--- config.mk ---
export PLATFORM = sky130hd
export DESIGN_NAME = ttps_ram
export DESIGN_NICKNAME = d
export VERILOG_FILES = /design/src/hw/rtl/ttps_ram.sv
export SDC_FILE = /design/constraint.sdc
export NUM_CORES = 1
export LEC_CHECK = 0
export ABC_CLOCK_PERIOD_IN_PS = 2600
export CORE_ASPECT_RATIO = 2
export CORE_MARGIN = 2
export CORE_UTILIZATION = 50
export DETAILED_ROUTE_END_ITERATION = 10
export DONT_BUFFER_PORTS = 1
export GPL_ROUTABILITY_DRIVEN = 0
export SKIP_LAST_GASP = 1
export SLEW_MARGIN = 40
export SYNTH_ARGS = -nofsm -noshare
export SYNTH_HDL_FRONTEND = slang
export SYNTH_SLANG_ARGS = --single-unit
--- constraint.sdc ---
create_clock -name clock -period 2.6 [get_ports clock]
set_clock_uncertainty 0.2 [all_clocks]
set_input_delay 0.26 -clock clock [delete_from_list [all_inputs] [get_ports clock]]
set_output_delay 0.26 -clock clock [all_outputs]
set_load 0.05 [all_outputs]
--- src/hw/rtl/ttps_ram.sv ---
`timescale 1ns / 1ps
// Generic single-port-write, single-port-read RAM with registered read data.
module ttps_ram #(
   parameter int WIDTH = 8,
   parameter int DEPTH = 16
) (
   input  logic                                     clock,
   input  logic                                     wr_en,
   input  logic [((DEPTH > 1) ? $clog2(DEPTH) : 1)-1:0] wr_addr,
   input  logic [WIDTH-1:0]                         wr_data,
   input  logic                                     rd_en,
   input  logic [((DEPTH > 1) ? $clog2(DEPTH) : 1)-1:0] rd_addr,
   output logic [WIDTH-1:0]                         rd_data
);

   logic [WIDTH-1:0] mem_ff [DEPTH];
   logic [WIDTH-1:0] rd_data_ff;

   always_ff @(posedge clock) begin
      if (wr_en) begin
         mem_ff[wr_addr] <= wr_data;
      end
      if (rd_en) begin
         rd_data_ff <= mem_ff[rd_addr];
      end
   end

   assign rd_data = rd_data_ff;

endmodule

; ---- Word-level counts from Yosys, hierarchy flattened
; Memories as Yosys holds them, arrays and structs flattened. A register that Yosys moved wholly into a read port is not among the register bits.
; Index checks and enable logic that the tools add are counted.
[op_classes]
muxes = 2
[op_table]
columns = op, count
row1 = $mux W1, 2
[word_totals]
ram_bits = 128
memories = 1
elab_cells = 3
in_bits = 19
reg_bits = 0
[mem_list]
columns = name, depth, width, read_ports, rd_ports_with_merged_regs, wr, line
row1 = mem_ff, 16, 8, 1, 1, 1, 16  ; logic [WIDTH-1:0] mem_ff [DEPTH];

; ---- Logic depth before layout (Yosys ltp)
; Gate-level depths: netlist (run 1).
[logic_depth]
word_depth = 2
depth_mapped = 5

; ---- Worst setup path before layout (run 1)
; No wires, ideal clock.
[synth_timing]
kind = input -> register
start = input wr_addr[2] in the netlist's numbering
end = memory mem_ff[0][0], enable pin
required_ps = 2017
setup_ps = 383
arrival_time_ps = 1370
path_buffers = 0
stages = 2
setup_slack_ps = 647
path_cell_list = or3b_2 nor3_1
[synth_rtl]
columns = element, line
row1 = start: declaration, 9  ; input logic [((DEPTH > 1) ? $clog2(DEPTH) : 1)-1:0] wr_addr,
row2 = end: declaration, 16
; Straight into the memory's write port.

==> reports/results.ini, run 1 <==
[outcome]
outcome = finished, final reports clean

[cells_and_area]
final_area_sq_mm = 0.00605
layout_common_cells = 136 x edfxtp_1, 18 x mux4_2, 17 x clkbuf_16, 16 x a22oi_1
layout-drive-gt1-share_pct = 21.2
nets = 280
diodes = 0
syn2layout_area_growth_pct = 15.8
fill_cells = 758
final_common_cell = edfxtp_1

[global_route]
grt_max_degree = 33
grt_pass1_vias = 2538
groute.usage.overall_pct = 19.6
grt_first_pass_wirelength_microns = 15400
grt_antenna_before_repair = 0
overflow = 0

[synthesis]
synthMuxAreaShare_pct = 14.8
syn_area_per_cell_sq_um = 22.8
ys_seq_elements = 136
ys_seq_area_share_pct = 78.1
yosys_warnings = 0
yosysUniqueCellTypes = 18
synth_xor_area_share_pct = 0
synth_simple_gate_area_share_pct = 3.14
synthesis.area_sq_mm = 0.00523
synthCells = 229
synth_top_family_by_area = multiplexers
syn-num-nets = 248
synth_compound_area_share_pct = 2.30
synthAdderAreaFrac_pct = 0

[setup_path]
crit_path_end_kind = flop
cp.arrival_ns = 1.70
crit_fanout = 1
path_class = flop to flop
worstPathRequired_ns = 2.55
cp-start-kind = flop

[pwr]
p_switching_w = 0.000955
p_clk_share_pct = 45.0
switching_share_pct = 19.5
ir_drop_uv = 647
p_comb_share_pct = 3.5
total_power_w = 0.00490
p_per_area_mw_per_mm2 = 810
power_leakage_nw = 1.98
pwr-share-seq_pct = 51.5
p_int_w = 0.00395

[clock_tree]
cts-root-buf = clkbuf_16
post_cts_buffers = 0
cts_buffer_depth = 2
cts_tree = built
cts_num_sinks = 136
clock_latency_ns = 0.41
clkTransAtPathRegs_ns = 0.06
cts_buffers = 17
h-tree-depth = 4

[sta]
min_period_over_period_pct = 67.3
period_minus_slack_ns = 1.75
max-slew-margin-rel_pct = 48.8
slew_violations = 0
setup_viol = 0
hold_violations = 0
rsz0062_at_grt = no
final.setup.tns_ns = 0
holdWs_ns = 0.0274
timing.fmax_mhz = 571
setup_ws_ns = 0.849
tightestPinTransition_ns = 0.766

[routing]
drt_iter0_drc = 178
drc = 0
avgViaCountPerCell = 5.81
wirelength_microns = 10100
drt_first_pass_iters = 4
vias = 2375
drtAntennaViolNets = 0
wl_per_cell_microns = 24.7

[die]
core_area_sq_mm = 0.0101
start_util_pct = 51.5
die_area_sq_mm = 0.0113
num_rows = 52
design.portCount = 27
die_w_microns = 76.3
die_y_microns = 149

[placement]
hpwl_microns = 6500
place_ws_ns = 0.623
portBuffers = 0
place_area_sq_mm = 0.00542

[job]
drv_cap = 0

[hold_path]
hold_class = input port to flop

metrics by stage:
stage	cells	util, %
final	409	59.6
after global routing	409	59.6
after CTS	409	59.6
after detailed placement	368	53.4
after global placement	368	53.4
after floorplan	229	-
path summary, 6_finish.rpt:
check,startpoint,endpoint,slack (ns),cells after the start
min reg2reg,mem_ff[14][4],rd_data[4],0.53,3
max,mem_ff[3][5],rd_data[5],0.85,3
min,rd_addr[1],rd_data[4],0.03,3
max reg2reg,mem_ff[3][5],rd_data[5],0.85,3
critical path, stage by stage, from the launching register on:
cell and delay [ns]:
edfxtp_1 0.40, mux4_1 0.51, a22oi_1 0.27, nand2_1 0.11
sequential cells by signal, summed over array words and instances (netlist names):
| register | count |
|---|---|
| mem_ff | 128 |
| rd_data | 8 |
power by group through the flow:
stage	combinational, W	sequential [W]	clock, W
after CTS	0.000175	0.00253	0.00225
after global placement	0.000132	0.00257	0
final	0.000172	0.00253	0.00221
after global routing	0.000185	0.00253	0.00235
after floorplan	0.000125	0.00256	0
after detailed placement	0.000134	0.00257	0
area by class of cell:
cell class                 instances  area, sq um  share of cell area, %
clock buffer                      21          440                   7.28
clock inverter                    11          106                   1.76
multi-input combinational         83         1060                   17.5
sequential                       136         4080                   67.5
tap                              135          169                   2.79
timing repair buffer              23          195                   3.23
metal layers:
metal | track usage [%] | share of wire, % | up-vias
li1 | - | - | 1040
met1 | 22.8 | 39 | 1244
met2 | 33.8 | 55 | 73
met3 | 5.52 | 3.8 | 18
met4 | 8.73 | 2.2 | 0
met5 | 0 | 0 | -
repair_timing:
item	in CTS	in global routing
hold buffers	9	0
gates resized for setup	0	0
setup endpoints to repair	0	0
hold endpoints to repair	136	0
Yosys cell counts, drive strengths merged:
cell	count	share of area, %
edfxtp	136	78
mux4	32	15
a22oi	16	2.3
nor2	13	0.93
nand2	9	0.65
buf	7	1.1
nor3	4	0.38
clkdlybuf4s25	3	0.57
nand2b	2	0.24
nand3b	2	0.29
and2	1	0.12
and2b	1	0.14
nand3	1	0.096
nor2b	1	0.12
or3b	1	0.17
logic make-up after synthesis:
family	after synthesis
AO/OA/AOI/OAI	16
buffers and inverters	10
flip-flops	136
multiplexers	32
AND/OR/NAND/NOR	35
(Power assumes the default switching activity.)
==> run 2, diff against run 1 <==
--- a/config.mk
+++ b/config.mk
@@ -5,13 +5,15 @@
 export SDC_FILE = /design/constraint.sdc
 export NUM_CORES = 1
 export LEC_CHECK = 0
-export ABC_CLOCK_PERIOD_IN_PS = 2600
+export ABC_AREA = 1
+export ABC_CLOCK_PERIOD_IN_PS = 1500
 export CORE_ASPECT_RATIO = 2
 export CORE_MARGIN = 2
 export CORE_UTILIZATION = 50
 export DETAILED_ROUTE_END_ITERATION = 10
 export DONT_BUFFER_PORTS = 1
 export GPL_ROUTABILITY_DRIVEN = 0
+export PLACE_DENSITY = 0.68
 export SKIP_LAST_GASP = 1
 export SLEW_MARGIN = 40
 export SYNTH_ARGS = -nofsm -noshare
==> constraint.sdc (replaced) <==
create_clock -name clock -period 1.5 [get_ports clock]
set_clock_uncertainty 0.2 [all_clocks]
set_input_delay 0.15 -clock clock [delete_from_list [all_inputs] [get_ports clock]]
set_output_delay 0.15 -clock clock [all_outputs]
set_load 0.05 [all_outputs]
==> reports/results.ini, run 2 <==
[outcome]
outcome = complete, but fails checks  ; was finished, final reports clean
violations = hold timing

[pwr]
ir_drop_uv = 901  ; was 647 uV
total_power_w = 0.00891  ; was 0.00490 W
p_per_area_mw_per_mm2 = 1320  ; was 810 mW/mm^2
power_leakage_nw = 2.88  ; was 1.98 nW

[placement]
hpwl_microns = 8420  ; was 6500 microns
portBuffers = 0  ; unchanged

[routing]
drc = 0  ; unchanged
wl_per_cell_microns = 17.8  ; was 24.7 microns
drt_first_pass_iters = 5  ; was 4
drt_iter0_drc = 340  ; was 178
wirelength_microns = 13000  ; was 10100 microns
drtAntennaViolNets = 0  ; unchanged
vias = 3795  ; was 2375
avgViaCountPerCell = 5.18  ; was 5.81

[die]
start_util_pct = 51.5  ; about the same
design.portCount = 27  ; unchanged
die_y_microns = 157  ; was 149 microns
core_area_sq_mm = 0.0114  ; was 0.0101 sq mm
die_area_sq_mm = 0.0126  ; was 0.0113 sq mm
num_rows = 55  ; was 52
die_w_microns = 80.5  ; was 76.3 microns

[global_route]
groute.usage.overall_pct = 22.7  ; was 19.6%
grt_antenna_before_repair = 0  ; unchanged
grt_pass1_vias = 3843  ; was 2538
grt_first_pass_wirelength_microns = 20300  ; was 15400 microns
grt_max_degree = 66  ; was 33
overflow = 0  ; unchanged

[synthesis]
netlist_top_cells_area = edfxtp_1 70%, nand2_1 11%, nand3_1 8.3%, inv_1 6.4%, buf_6 1.2%  ; was edfxtp_1 78%, mux4_2 7.8%, mux4_1 7.0%, a22oi_1 2.3%, nor2_1 0.93%
netlist_top_cells_count = 173 x nand2_1, 136 x edfxtp_1, 100 x inv_1  ; was 136 x edfxtp_1, 18 x mux4_2, 16 x a22oi_1
yosys_warnings = 0  ; unchanged
synth_area_leader_cell = edfxtp_1  ; unchanged
ys_async_sr_fraction_pct = 0  ; unchanged
post-synth-top-count-cell = nand2_1  ; was edfxtp_1
synth_top_area_share_pct = 69.8  ; was 78.1%
yosysUniqueCellTypes = 11  ; was 18
synthCells = 551  ; was 229
syn_area_per_cell_sq_um = 10.6  ; was 22.8 sq um
synth_edf_count = 136  ; unchanged
ys_seq_elements = 136  ; unchanged
synthesis.area_sq_mm = 0.00585  ; was 0.00523 sq mm
syn-num-nets = 570  ; was 248
synthFlopType = edfxtp_1  ; unchanged
ys_seq_area_share_pct = 69.8  ; was 78.1%

[clock_tree]
cts_num_sinks = 136  ; unchanged
cts_hold_repair.buffers = 10  ; was 9
h-tree-depth = 4  ; unchanged
clock_latency_ns = 0.41  ; about the same
clkTransAtPathRegs_ns = 0.06  ; about the same
post_cts_buffers = 0  ; unchanged
cts_buffer_depth = 2  ; unchanged
cts_tree = built  ; unchanged
cts_buffers = 17  ; unchanged
cts-root-buf = clkbuf_16  ; unchanged

[cells_and_area]
nets = 596  ; was 280
largest_register_ff_count = 128  ; unchanged
layout-drive-gt1-share_pct = 9.15  ; was 21.2%
syn2layout_area_growth_pct = 15.2  ; was 15.8%
final_common_cell = nand2_1  ; was edfxtp_1
diodes = 0  ; unchanged
layout_common_cells = 173 x nand2_1, 136 x edfxtp_1, 100 x inv_1, 97 x nand3_1, 18 x buf_4  ; was 136 x edfxtp_1, 18 x mux4_2, 17 x clkbuf_16, 16 x a22oi_1
max_flop_register = mem_ff  ; unchanged
post-route-util_pct = 59.3  ; was 59.6%
fill_cells = 946  ; was 758

[setup_path]
cp.arrival_ns = 1.06  ; was 1.70 ns
path_class = flop to output pin  ; was flop to flop
crit_path_end_kind = output pin  ; was flop
r2r-start = mem_ff[7][3]  ; was mem_ff[3][5]
critPathLaunch = rd_data[6]  ; was mem_ff[3][5]
cp-start-kind = flop  ; unchanged
crit_fanout = 1  ; unchanged
worstPathRequired_ns = 1.15  ; was 2.55 ns

[sta]
period_minus_slack_ns = 1.41
max-slew-margin-rel_pct = 45.8  ; was 48.8%
tightestPinTransition_ns = 0.810  ; was 0.766 ns
holdWs_ns = -0.153  ; was 0.0274 ns
setup_viol = 0  ; unchanged
min_period_over_period_pct = 93.8
hold_violations = 8  ; was 0
final.setup.tns_ns = 0  ; unchanged
rsz0062_at_grt = no  ; unchanged
timing.fmax_mhz = 711
slew_violations = 0  ; unchanged

[hold_path]
hold_class = input port to flop  ; unchanged
min_from = rd_addr[2]  ; was rd_addr[1]

[job]
drv_cap = 0  ; unchanged

[run 2: cell count changes in the layout (fill, tap and decap cells not counted), sizes merged, moves of 3 or more]
cell / delta
nand3: +96
clkbuf: -3
inv: +102
a22oi: -16
mux4: -32
nand2: +164
buf: +9
nor2: +4
nor3: -4
[run 2: cells by family after synthesis]
| kind of cell | after synthesis | share of synthesized area (%) |
|---|---|---|
| flip-flops | 136 | 69.8 |
| buffers and inverters | 126 | 9.39 |
| AND/OR/NAND/NOR | 289 | 20.8 |
[run 2: power breakdown]
| group | switching (W) | leakage [nW] | internal [W] |
|---|---|---|---|
| clock | 0.00150 | 0.281 | 0.00259 |
| combinational | 0.000299 | 1.37 | 0.000145 |
| sequential | 0.0000883 | 1.24 | 0.00429 |
| total | 0.00189 | 2.88 | 0.00702 |
[run 2: what timing repair did]
action	4_1_cts	5_1_grt
resized for setup	0	1
endpoints found under the hold margin	144	8
setup endpoints to repair	0	2
[run 2: worst paths after layout]
kind                end  slack [ns]  cells after the start
min          rd_data[2]       -0.15                      3
max          rd_data[6]        0.09                      0
max reg2reg  rd_data[3]        0.13                      6
min reg2reg  rd_data[7]        0.54                      6
[run 2: layout make-up]
type,instances,area (sq um),area share [%]
sequential,136,4080,60.7
multi-input combinational,289,1210,18.0
clock buffer,18,429,6.37
inverter,102,383,5.69
timing repair buffer,31,288,4.27
tap,142,178,2.64
clock inverter,14,158,2.34
[run 2: through the flow]
| step | setup WS (ns) | instances | cell area [sq um] |
|---|---|---|---|
| 4_1_cts | 0.0771 | 732 | 6740 |
| 3_5_place_dp | 0.101 | 690 | 6050 |
| 3_3_place_gp | 0.104 | 690 | 6050 |
| 6_report | 0.0937 | 732 | 6730 |
| 2_1_floorplan | 0.199 | 551 | 5850 |
| 5_1_grt | 0.0597 | 732 | 6730 |
[run 2: per-layer routing]
| metal | global-route usage [%] | part of all wire [%] | wire, microns |
|---|---|---|---|
| met2 | 40.4 | 55 | 7220 |
| met3 | 4.76 | 5.2 | 678 |
| met5 | 0 | 0 | 0 |
| met1 | 25.0 | 36 | 4650 |
| met4 | 11.1 | 3.7 | 488 |
